==> config.mk <==
export PLATFORM = sky130hd
export DESIGN_NAME = ctu_ctrl
export DESIGN_NICKNAME = d
export VERILOG_FILES = /design/src/rtl/ctu_pkg.sv /design/src/rtl/ctu_ctrl.sv
export SDC_FILE = /design/constraint.sdc
export NUM_CORES = 1
export LEC_CHECK = 0
export ABC_CLOCK_PERIOD_IN_PS = 2350
export BUFFER_PORTS_ARGS = -buffer_cell sky130_fd_sc_hd__buf_2
export CAP_MARGIN = 20
export CORE_MARGIN = 3
export CORE_UTILIZATION = 38
export CTS_CLUSTER_SIZE = 30
export DETAILED_ROUTE_END_ITERATION = 16
export RECOVER_POWER = 25
export SLEW_MARGIN = 30
export SYNTH_ARGS = -nofsm -noshare
export SYNTH_HDL_FRONTEND = slang
export SYNTH_SLANG_ARGS = --single-unit
==> constraint.sdc <==
create_clock -name i_clk -period 2.35 [get_ports i_clk]
set_clock_uncertainty 0.2 [all_clocks]
set_input_delay 0.47 -clock i_clk [delete_from_list [all_inputs] [get_ports i_clk]]
set_output_delay 0.47 -clock i_clk [all_outputs]
set_load 0.02 [all_outputs]
==> src/rtl/ctu_pkg.sv <==
`timescale 1ns / 1ps
// ----------------------------------------------------------------------------
// ctu_pkg
// Shared types, widths and codes of the centroid tracker update core.
// ----------------------------------------------------------------------------
package ctu_pkg;

    // table geometry
    localparam int TABLE_DEPTH   = 32;
    localparam int HISTORY_DEPTH = 8;

    localparam int SLOT_W   = $clog2(TABLE_DEPTH);
    localparam int HPOS_W   = $clog2(HISTORY_DEPTH);
    localparam int HPOS1_W  = HPOS_W + 1;
    localparam int FILL_W   = $clog2(HISTORY_DEPTH + 1);
    localparam int HADDR_W  = $clog2(TABLE_DEPTH * HISTORY_DEPTH);
    localparam int EVC_W    = $clog2(TABLE_DEPTH + 1);

    // fixed field widths
    localparam int CLASS_W    = 8;
    localparam int BOX_W      = 12;
    localparam int AXIS_W     = 14;
    localparam int CENTRE_W   = 2 * AXIS_W;
    localparam int DIST_W     = 13;
    localparam int AGE_W      = 8;
    localparam int LIM_W      = 2 * DIST_W;
    localparam int SQ_W       = 2 * AXIS_W + 1;
    localparam int ROOT_W     = AXIS_W + 1;
    localparam int SUM_W      = ROOT_W + FILL_W;
    localparam int THRN_W     = DIST_W + FILL_W;
    localparam int SLOT_OUT_W = 5;
    localparam int EVC_OUT_W  = 6;
    localparam int CNT_W      = 32;
    localparam int CFG_IDX_W  = 2;

    localparam logic [AGE_W-1:0] AGE_MAX = '1;
    localparam int MIN_STILL_FILL = 3;

    // entries evicted when a full table takes a new entry
    localparam int EVICT_RAW = (TABLE_DEPTH / 5 > 10) ? TABLE_DEPTH / 5 : 10;
    localparam int EVICT_N   = (EVICT_RAW > TABLE_DEPTH) ? TABLE_DEPTH : EVICT_RAW;
    localparam int PASS_W    = $clog2(EVICT_N + 1);

    // register reset values
    localparam logic [DIST_W-1:0] MATCH_DIST_RST = 13'd200;
    localparam logic [AGE_W-1:0]  STALE_RST      = 8'd30;
    localparam logic [DIST_W-1:0] MOVE_DIST_RST  = 13'd10;
    localparam logic [DIST_W-1:0] STILL_THR_RST  = 13'd4;

    typedef enum logic [1:0] {
        OP_FRAME_BEGIN = 2'd0,
        OP_DETECT      = 2'd1,
        OP_FRAME_END   = 2'd2,
        OP_NONE        = 2'd3
    } t_op;

    typedef enum logic [1:0] {
        EV_ENTERED    = 2'd0,
        EV_MOVED      = 2'd1,
        EV_MATCHED    = 2'd2,
        EV_FRAME_DONE = 2'd3
    } t_event;

    typedef enum logic [CFG_IDX_W-1:0] {
        CFG_MATCH_DIST = 2'd0,
        CFG_STALE      = 2'd1,
        CFG_MOVE_DIST  = 2'd2,
        CFG_STILL_THR  = 2'd3
    } t_cfg_idx;

    typedef enum logic [4:0] {
        CMD_NONE,
        CMD_LOAD,
        CMD_AGE,
        CMD_STALE,
        CMD_SCAN_A,
        CMD_SQ,
        CMD_SCAN_C,
        CMD_MV_A,
        CMD_MV_C,
        CMD_HIST_WR,
        CMD_RD0,
        CMD_STILL_CLR,
        CMD_LD0,
        CMD_ST_A,
        CMD_ROOT_GO,
        CMD_ROOT_WAIT,
        CMD_JUDGE,
        CMD_EV_SCAN,
        CMD_EV_KILL,
        CMD_CREATE
    } t_cmd;

    typedef enum logic [4:0] {
        S_IDLE,
        S_AGE,
        S_STALE,
        S_SC_A,
        S_SC_B,
        S_SC_C,
        S_MV_A,
        S_MV_B,
        S_MV_C,
        S_HWR,
        S_RD0,
        S_LD0,
        S_ST_A,
        S_ST_B,
        S_ST_C,
        S_ST_R,
        S_JUDGE,
        S_EV_SCAN,
        S_EV_KILL,
        S_CREATE,
        S_DONE
    } t_state;

    typedef struct packed {
        logic idx_last;
        logic found;
        logic free_ok;
        logic fill_lt3;
        logic root_done;
        logic hist_last;
        logic pass_last;
    } t_stat;

endpackage

==> src/rtl/ctu_ctrl.sv <==
`timescale 1ns / 1ps
// ----------------------------------------------------------------------------
// ctu_ctrl
// Sequencer of the tracker: walks the datapath through each transaction.
// ----------------------------------------------------------------------------
module ctu_ctrl (
    input  logic            i_clk,
    input  logic            i_rst_n,
    input  logic            i_start,
    input  ctu_pkg::t_op    i_op,
    input  ctu_pkg::t_stat  i_stat,
    output ctu_pkg::t_cmd   o_cmd,
    output logic            o_busy,
    output logic            o_done
);
    ctu_pkg::t_state r_state, n_state;

    always_ff @(posedge i_clk) begin
        if (!i_rst_n) begin
            r_state <= ctu_pkg::S_IDLE;
        end else begin
            r_state <= n_state;
        end
    end

    always_comb begin
        n_state = r_state;
        o_cmd   = ctu_pkg::CMD_NONE;
        case (r_state)
            ctu_pkg::S_IDLE: begin
                if (i_start) begin
                    o_cmd = ctu_pkg::CMD_LOAD;
                    case (i_op)
                        ctu_pkg::OP_FRAME_BEGIN: n_state = ctu_pkg::S_AGE;
                        ctu_pkg::OP_DETECT:      n_state = ctu_pkg::S_SC_A;
                        ctu_pkg::OP_FRAME_END:   n_state = ctu_pkg::S_STALE;
                        default:                 n_state = ctu_pkg::S_DONE;
                    endcase
                end
            end
            ctu_pkg::S_AGE: begin
                o_cmd   = ctu_pkg::CMD_AGE;
                n_state = ctu_pkg::S_DONE;
            end
            ctu_pkg::S_STALE: begin
                o_cmd = ctu_pkg::CMD_STALE;
                if (i_stat.idx_last) n_state = ctu_pkg::S_DONE;
            end
            ctu_pkg::S_SC_A: begin
                o_cmd   = ctu_pkg::CMD_SCAN_A;
                n_state = ctu_pkg::S_SC_B;
            end
            ctu_pkg::S_SC_B: begin
                o_cmd   = ctu_pkg::CMD_SQ;
                n_state = ctu_pkg::S_SC_C;
            end
            ctu_pkg::S_SC_C: begin
                o_cmd = ctu_pkg::CMD_SCAN_C;
                if (!i_stat.idx_last) begin
                    n_state = ctu_pkg::S_SC_A;
                end else if (i_stat.found) begin
                    n_state = ctu_pkg::S_MV_A;
                end else if (i_stat.free_ok) begin
                    n_state = ctu_pkg::S_CREATE;
                end else begin
                    n_state = ctu_pkg::S_EV_SCAN;
                end
            end
            ctu_pkg::S_MV_A: begin
                o_cmd   = ctu_pkg::CMD_MV_A;
                n_state = ctu_pkg::S_MV_B;
            end
            ctu_pkg::S_MV_B: begin
                o_cmd   = ctu_pkg::CMD_SQ;
                n_state = ctu_pkg::S_MV_C;
            end
            ctu_pkg::S_MV_C: begin
                o_cmd   = ctu_pkg::CMD_MV_C;
                n_state = ctu_pkg::S_HWR;
            end
            ctu_pkg::S_HWR: begin
                o_cmd   = ctu_pkg::CMD_HIST_WR;
                n_state = ctu_pkg::S_RD0;
            end
            ctu_pkg::S_RD0: begin
                if (i_stat.fill_lt3) begin
                    o_cmd   = ctu_pkg::CMD_STILL_CLR;
                    n_state = ctu_pkg::S_DONE;
                end else begin
                    o_cmd   = ctu_pkg::CMD_RD0;
                    n_state = ctu_pkg::S_LD0;
                end
            end
            ctu_pkg::S_LD0: begin
                o_cmd   = ctu_pkg::CMD_LD0;
                n_state = ctu_pkg::S_ST_A;
            end
            ctu_pkg::S_ST_A: begin
                o_cmd   = ctu_pkg::CMD_ST_A;
                n_state = ctu_pkg::S_ST_B;
            end
            ctu_pkg::S_ST_B: begin
                o_cmd   = ctu_pkg::CMD_SQ;
                n_state = ctu_pkg::S_ST_C;
            end
            ctu_pkg::S_ST_C: begin
                o_cmd   = ctu_pkg::CMD_ROOT_GO;
                n_state = ctu_pkg::S_ST_R;
            end
            ctu_pkg::S_ST_R: begin
                o_cmd = ctu_pkg::CMD_ROOT_WAIT;
                if (i_stat.root_done) begin
                    n_state = i_stat.hist_last ? ctu_pkg::S_JUDGE : ctu_pkg::S_ST_A;
                end
            end
            ctu_pkg::S_JUDGE: begin
                o_cmd   = ctu_pkg::CMD_JUDGE;
                n_state = ctu_pkg::S_DONE;
            end
            ctu_pkg::S_EV_SCAN: begin
                o_cmd = ctu_pkg::CMD_EV_SCAN;
                if (i_stat.idx_last) n_state = ctu_pkg::S_EV_KILL;
            end
            ctu_pkg::S_EV_KILL: begin
                o_cmd   = ctu_pkg::CMD_EV_KILL;
                n_state = i_stat.pass_last ? ctu_pkg::S_CREATE : ctu_pkg::S_EV_SCAN;
            end
            ctu_pkg::S_CREATE: begin
                o_cmd   = ctu_pkg::CMD_CREATE;
                n_state = ctu_pkg::S_DONE;
            end
            ctu_pkg::S_DONE: begin
                n_state = ctu_pkg::S_IDLE;
            end
            default: begin
                n_state = ctu_pkg::S_IDLE;
            end
        endcase
    end

    assign o_busy = (r_state != ctu_pkg::S_IDLE);
    assign o_done = (r_state == ctu_pkg::S_DONE);

endmodule

==> results of run 1 <==
-- power by group through the flow --
stage          sequential [mW]  combinational (mW)  clock [mW]
2_1_floorplan            0.121               0.548           0
3_3_place_gp             0.194               0.643           0
3_5_place_dp             0.194               0.640           0
4_1_cts                  0.193               0.643       0.103
5_1_grt                  0.204               0.691       0.107
6_report                 0.198               0.640      0.0986
-- final timing paths --
check	startpoint	end	slack, ns	cells past startpoint
max reg2reg	r_state[4]	r_state[1]	0.20	5
min reg2reg	r_state[0]	r_state[0]	0.46	2
max	r_state[4]	o_cmd[0]	0.13	5
min	i_rst_n	r_state[2]	0.30	3
-- final cells by class --
class	instances	area (um^2)	area share
Multi-Input combinational cell	82	522	0.609
Timing Repair Buffer	25	143	0.166
Sequential cell	5	101	0.118
Inverter	9	33.8	0.0394
Tap cell	25	31.3	0.0365
Clock buffer	4	26.3	0.0307
-- tightest hold or removal path: cells and delay by family --
family | cells | cell delay, ns
buffers and inverters | 1 | 0.11
AND/OR/NAND/NOR | 1 | 0.06
AO/OA/AOI/OAI | 1 | 0.06
-- placed cells by master, fill, tap and decap left out, types with 2 or more instances in the layout --
cell                       synthesis  routed
sky130_fd_sc_hd__a31oi_1           2       2
sky130_fd_sc_hd__nand3_1           2       3
sky130_fd_sc_hd__o32ai_1           2       2
sky130_fd_sc_hd__buf_4             1       7
sky130_fd_sc_hd__o211ai_1          2       2
sky130_fd_sc_hd__nor2_1            9       8
sky130_fd_sc_hd__buf_2             4      18
sky130_fd_sc_hd__nand3b_1          3       3
sky130_fd_sc_hd__o22ai_1           2       2
sky130_fd_sc_hd__and2_1            2       2
sky130_fd_sc_hd__a21oi_1           7       7
sky130_fd_sc_hd__nor2b_1           2       2
sky130_fd_sc_hd__inv_1             9       9
sky130_fd_sc_hd__dfxtp_1           5       4
sky130_fd_sc_hd__nor3_1            4       4
sky130_fd_sc_hd__clkbuf_4          0       3
sky130_fd_sc_hd__nand2_1          12      12
sky130_fd_sc_hd__nand4_1           2       2
sky130_fd_sc_hd__ha_1              3       3
sky130_fd_sc_hd__o21ai_0           6       6
sky130_fd_sc_hd__o21ai_1           2       2
-- metal layers --
layer | vias to the layer above | part of all wire | GRT usage
li1 | 423 | - | -
met1 | 372 | 0.43 | 0.186
met4 | 0 | 0.021 | 0.0569
met5 | - | 0 | 0
met2 | 49 | 0.46 | 0.272
met3 | 6 | 0.087 | 0.0428
-- stage by stage --
stage	setup slack, ns	utilization	cell area (um^2)	power, mW	cells
after CTS	0.0143	0.495	865	0.939	150
after global routing	0.0205	0.491	857	1.00	150
after floorplan	0.218	-	714	0.669	105
after detailed placement	0.286	0.480	838	0.834	146
after global placement	0.339	0.480	838	0.837	146
final	0.134	0.491	857	0.937	150
-- repair_timing --
| action | 4_1_cts | 5_1_grt |
|---|---|---|
| resized for setup | 0 | 2 |
| endpoints found under the setup margin | 0 | 1 |
| endpoints found under the hold margin | 0 | 0 |
-- kinds of logic after synthesis --
| family | count (synthesis) |
|---|---|
| compound gates | 33 |
| fa+ha+maj | 3 |
| flops | 5 |
| buf+inv | 18 |
| simple gates | 44 |
| mux | 1 |
| xor+xnor | 1 |
==> flow_summary_export.csv, run 1 <==
group,metric,value,unit
floorplanning,initial_utilization,0.409,
synth,post_synth_fa_ha_maj_area_fraction,0.0525,
setup_path,setup.worst_path.end_class,"output pin",
synth,synth-edff-count,0,
synth,yosysMostFrequentCell,"sky130_fd_sc_hd__nand2_1",
timing,max_freq,451,MHz
timing,grt_setup_unrepaired,"false",
finish,antenna_cells,0,
global_routing,grt_start_max_net_pins,18,
synth,synthMuxAreaShare,0.0140,
timing,shortest_period_the_worst_path_allows,2.22,ns
setup_path,worst-path-buf-inv,2,
power,pwr-share-seq,0.212,
timing,post-route-period-util,0.943,
synth,synth.cell_area,714,um^2
finish,largest-register,"r_state",
floorplanning,io-pin-count,19,
timing,finalSetupTns,0,ns
global_routing,first_global_vias,743,
setup_path,timing_worst_setup_path_type,"flip-flop to output pin",
synth,synth_top_area_cell,"sky130_fd_sc_hd__dfxtp_1",
finish,largest_register_ffs,5,
cts,clock_tree.root_cell,"sky130_fd_sc_hd__clkbuf_4",
flow_run,timing.max_cap.violations,0,
global_routing,grt_first_pass_wirelength,3060,um
synth,ranking_of_synthesized_cells_by_instance_count,"sky130_fd_sc_hd__nand2_1, sky130_fd_sc_hd__inv_1, sky130_fd_sc_hd__nor2_1",
detailed_routing,mean_number_of_vias_per_cell,5.67,
timing,hold_slack,0.304,ns
synth,yosys_warnings,0,
floorplanning,die_width,49.4,um
placed_design,portbufs,18,
setup_path,timing.critical_path.arrival,1.55,ns
global_routing,grtUsageTotal,0.158,
detailed_routing,drt_drc_violations_left,0,
setup_path,cp.required,1.68,ns
cts,tritoncts,"built",
placed_design,gp_routability_congestion,0.890,
synth,post_synth_inst_count,105,
synth,main_combinational_cell_family_by_area_after_synthesis,"simple AND/OR/NAND/NOR gates",
power,clock_network_fraction_of_design_power,0.105,
power,power_per_cell_area,1090,nW/um^2
timing,final_max_slew_viol_count,0,
detailed_routing,first_pass_iters,4,
setup_path,critical_path_slowest_stage_cell,"sky130_fd_sc_hd__dfxtp_1",
setup_path,largest_delay_share_family_worst_path,"flip-flops",
setup_path,cp_max_fo,15,
setup_path,crit_chain,"buf_4 > nor3b_1 > nand2_1 > o211ai_1 > buf_2",
cts,clk_latency,0.24,ns
detailed_routing,finalWirelength,1990,um
synth,avgSynthCellArea,6.80,um^2
detailed_routing,drt_iter0_markers,46,
timing,worst_relative_slew_slack,0.650,
worst_hold_path,worst_hold_path_type,"input pin to flip-flop",
timing,actual_slew_at_the_worst_max_slew_pin,0.518,ns
detailed_routing,routed-via-count,850,
floorplanning,core_area,1750,um^2
cts,cts_sinks,5,
power,comb_power_share,0.683,
cts,cts_max_level,1,
synth,synth_top_area_share,0.140,
finish,largestRegisters,"r_state (5)",
global_routing,number_of_antenna_violations_at_the_first_check_in_global_routing,0,
floorplanning,row_count,15,
cts,numCtsBuffers,3,
finish,fill_cell_instance_count_of_the_final_layout,188,
cts,post_cts_buffers,0,
synth,ys_ff_latch,5,
synth,synth_fp_nets,120,
power,total_switching_power,0.467,mW
synth,async_set_or_reset_register_ratio_after_synthesis,0,
setup_path,crit_path_max_incr_delay,0.45,ns
synth,synth-simple-area-share,0.340,
placed_design,place_hpwl,1510,um
detailed_routing,antenna_left,0,
synth,xor_xnor_fraction_of_synth_area,0.0123,
power,p_sw_frac,0.498,
synth,synth.area.top_cells,"sky130_fd_sc_hd__dfxtp_1, sky130_fd_sc_hd__nand2_1, sky130_fd_sc_hd__ha_1",
power,p_leak,0.371,nW
timing,setup_violations,0,
finish,area_delta_synth_final,20.0,%
global_routing,remaining_overflow_grt,0,
floorplanning,die_height,49.4,um
power,peakVddDrop,0.000507,V
cts,cts.clk_slew.worst_paths,0.04,ns
power,cell_internal_pwr,0.470,mW
detailed_routing,avgRoutedWirePerCell,13.2,um
synth,prevailing_post_synth_register_cell,"sky130_fd_sc_hd__dfxtp_1",
timing,finalHoldViolations,0,
finish,fraction_of_layout_instances_using_a_drive_strength_above_1,0.272,
synth,synthDistinctLibCells,43,
synth,compound_gate_portion_of_the_synthesized_area,0.324,
floorplanning,dieArea,2440,um^2
cts,cts-root-to-sink-buffers,2,
setup_path,cp-start-kind,"flip-flop",
synth,yosysSeqAreaShare,0.140,
cts,cts.hold.buffers_added,0,
outcome,status,"finished clean",
finish,num-nets-final,141,
No activity file was read; power rests on OpenSTA's default activity.
==> run 2, diff against run 1 <==
- GPL_TIMING_DRIVEN: not set -> 0
- REMOVE_ABC_BUFFERS: not set -> 1
==> flow_summary_export.csv, run 2 (synthesis gave the netlist of run 1 again) <==
group,metric,value,unit
cts,post_cts_buffers,0,
finish,area_delta_synth_final,16.1,%
floorplanning,die_height,49.4,um
detailed_routing,avgRoutedWirePerCell,13.2,um
timing,setup_violations,0,
global_routing,first_global_vias,688,
global_routing,grt_first_pass_wirelength,3160,um
finish,largest_register_ffs,5,
detailed_routing,mean_number_of_vias_per_cell,5.46,
global_routing,number_of_antenna_violations_at_the_first_check_in_global_routing,0,
timing,final_max_slew_viol_count,0,
power,peakVddDrop,0.000591,V
global_routing,grtUsageTotal,0.163,
finish,largestRegisters,"r_state (5)",
finish,antenna_cells,0,
setup_path,cp.required,1.68,ns
detailed_routing,routed-via-count,781,
setup_path,timing_worst_setup_path_type,"flip-flop to output pin",
placed_design,dpl_cell_area,786,um^2
cts,cts_sinks,5,
detailed_routing,antenna_left,0,
finish,postLayoutCoreUtil,0.475,
finish,num-nets-final,134,
timing,finalSetupTns,0,ns
setup_path,cp_max_fo,17,
timing,final.setup.worst_slack,0.108,ns
setup_path,worst-path-buf-inv,1,
placed_design,portbufs,18,
floorplanning,core_area,1750,um^2
global_routing,remaining_overflow_grt,0,
setup_path,setup.worst_path.end_class,"output pin",
floorplanning,die_width,49.4,um
detailed_routing,first_pass_iters,6,
timing,grt_setup_unrepaired,"false",
cts,clock_tree.root_cell,"sky130_fd_sc_hd__clkbuf_4",
setup_path,critPathMostFrequentCell,"sky130_fd_sc_hd__a21oi_1",
power,p_leak,0.331,nW
cts,cts-root-to-sink-buffers,2,
timing,finalHoldViolations,0,
finish,fraction_of_layout_instances_using_a_drive_strength_above_1,0.263,
worst_hold_path,worst_hold_path_type,"input pin to flip-flop",
timing,max_freq,446,MHz
flow_run,timing.max_cap.violations,0,
setup_path,cp-start-kind,"flip-flop",
timing,post-route-period-util,0.954,
floorplanning,dieArea,2440,um^2
floorplanning,row_count,15,
timing,shortest_period_the_worst_path_allows,2.24,ns
finish,fill_cell_instance_count_of_the_final_layout,197,
power,power_per_cell_area,1100,nW/um^2
placed_design,place_hpwl,1390,um
detailed_routing,drt_drc_violations_left,0,
timing,actual_slew_at_the_worst_max_slew_pin,0.508,ns
placed_design,pre_cts_ws,0.137,ns
floorplanning,io-pin-count,19,
finish,post-route-cell-area,830,um^2
cts,clk_latency,0.24,ns
finish,mostFrequentLayoutCells,"sky130_fd_sc_hd__buf_2, sky130_fd_sc_hd__nand2_1, sky130_fd_sc_hd__inv_1",
detailed_routing,finalWirelength,1880,um
setup_path,crit_path_max_incr_delay,0.54,ns
floorplanning,initial_utilization,0.409,
cts,cts_max_level,1,
finish,layout.cells.most_common,"sky130_fd_sc_hd__buf_2",
timing,hold_slack,0.315,ns
placed_design,gp_routability_congestion,0.890,
setup_path,crit_chain,"nand2_1 > a21oi_1 > a21oi_1 > o211ai_1 > buf_2",
cts,cts.hold.buffers_added,0,
detailed_routing,drt_iter0_markers,23,
global_routing,grt_start_max_net_pins,23,
outcome,status,"finished clean",
setup_path,timing.critical_path.arrival,1.57,ns
finish,largest-register,"r_state",
setup_path,critical_path_slowest_stage_cell,"sky130_fd_sc_hd__dfxtp_2",
timing,worst_relative_slew_slack,0.657,
cts,numCtsBuffers,3,
cts,cts.clk_slew.worst_paths,0.05,ns
setup_path,largest_delay_share_family_worst_path,"flip-flops",
cts,tritoncts,"built",
[run 2: changes by cell type in the layout (fill, tap and decap cells not counted)]
| cell | delta |
|---|---|
| sky130_fd_sc_hd__buf_4 | -7 |
| sky130_fd_sc_hd__dfxtp_1 | -4 |
| sky130_fd_sc_hd__dfxtp_2 | +4 |
| sky130_fd_sc_hd__buf_2 | -2 |
| sky130_fd_sc_hd__clkbuf_1 | +2 |
| sky130_fd_sc_hd__a2111oi_0 | -1 |
| sky130_fd_sc_hd__a2111oi_2 | +1 |
| sky130_fd_sc_hd__nand3_1 | -1 |
| sky130_fd_sc_hd__nand3_2 | +1 |
| sky130_fd_sc_hd__nor2_2 | -1 |
| sky130_fd_sc_hd__nor2_4 | +1 |
| sky130_fd_sc_hd__nor3b_2 | -1 |
| sky130_fd_sc_hd__nor3b_4 | +1 |
[run 2: final cells by class]
cell class                      instances  area, um^2  share of cell area
Timing Repair Buffer                   18        87.6               0.106
Clock buffer                            4        26.3              0.0317
Multi-Input combinational cell         82         544               0.656
Inverter                                9        33.8              0.0407
Sequential cell                         5         106               0.128
Tap cell                               25        31.3              0.0377
[run 2: path summary, 6_finish.rpt]
check,endpoint,start,slack [ns],cells past startpoint
hold / removal,r_state[2],i_rst_n,0.31,3
setup reg to reg,r_state[1],r_state[1],0.37,5
setup / recovery,o_cmd[0],r_state[0],0.11,5
hold reg to reg,r_state[1],r_state[1],0.44,2
[run 2: layer usage]
metal	GRT usage	vias to the layer above	wire length, um
li1	-	407	-
met1	0.236	354	868
met2	0.246	18	897
met3	0.0183	2	100
met4	0.0569	0	16
met5	0	-	0
[run 2: timing repair]
| action | CTS | global route |
|---|---|---|
| endpoints found under the setup margin | 2 | 4 |
| resized for setup | 5 | 3 |
| endpoints found under the hold margin | 0 | 0 |
[run 2: metrics by stage]
| step | std cells | total power [mW] |
|---|---|---|
| 4_1_cts | 143 | 0.905 |
| 6_report | 143 | 0.912 |
| 3_5_place_dp | 139 | 0.791 |
| 5_1_grt | 143 | 0.985 |
| 2_1_floorplan | 96 | 0.625 |
| 3_3_place_gp | 139 | 0.785 |
[run 2: report_power, final]
part	total, mW	switching (mW)	internal [mW]
registers	0.250	0.132	0.117
clock network	0.101	0.0370	0.0643
logic	0.561	0.304	0.257
[run 2: worst min-delay path, delay by kind of cell]
family / cells / cell delay (ns)
AOI/OAI and AO/OA: 1 / 0.07
and+or+nand+nor: 1 / 0.07
buffers and inverters: 1 / 0.11
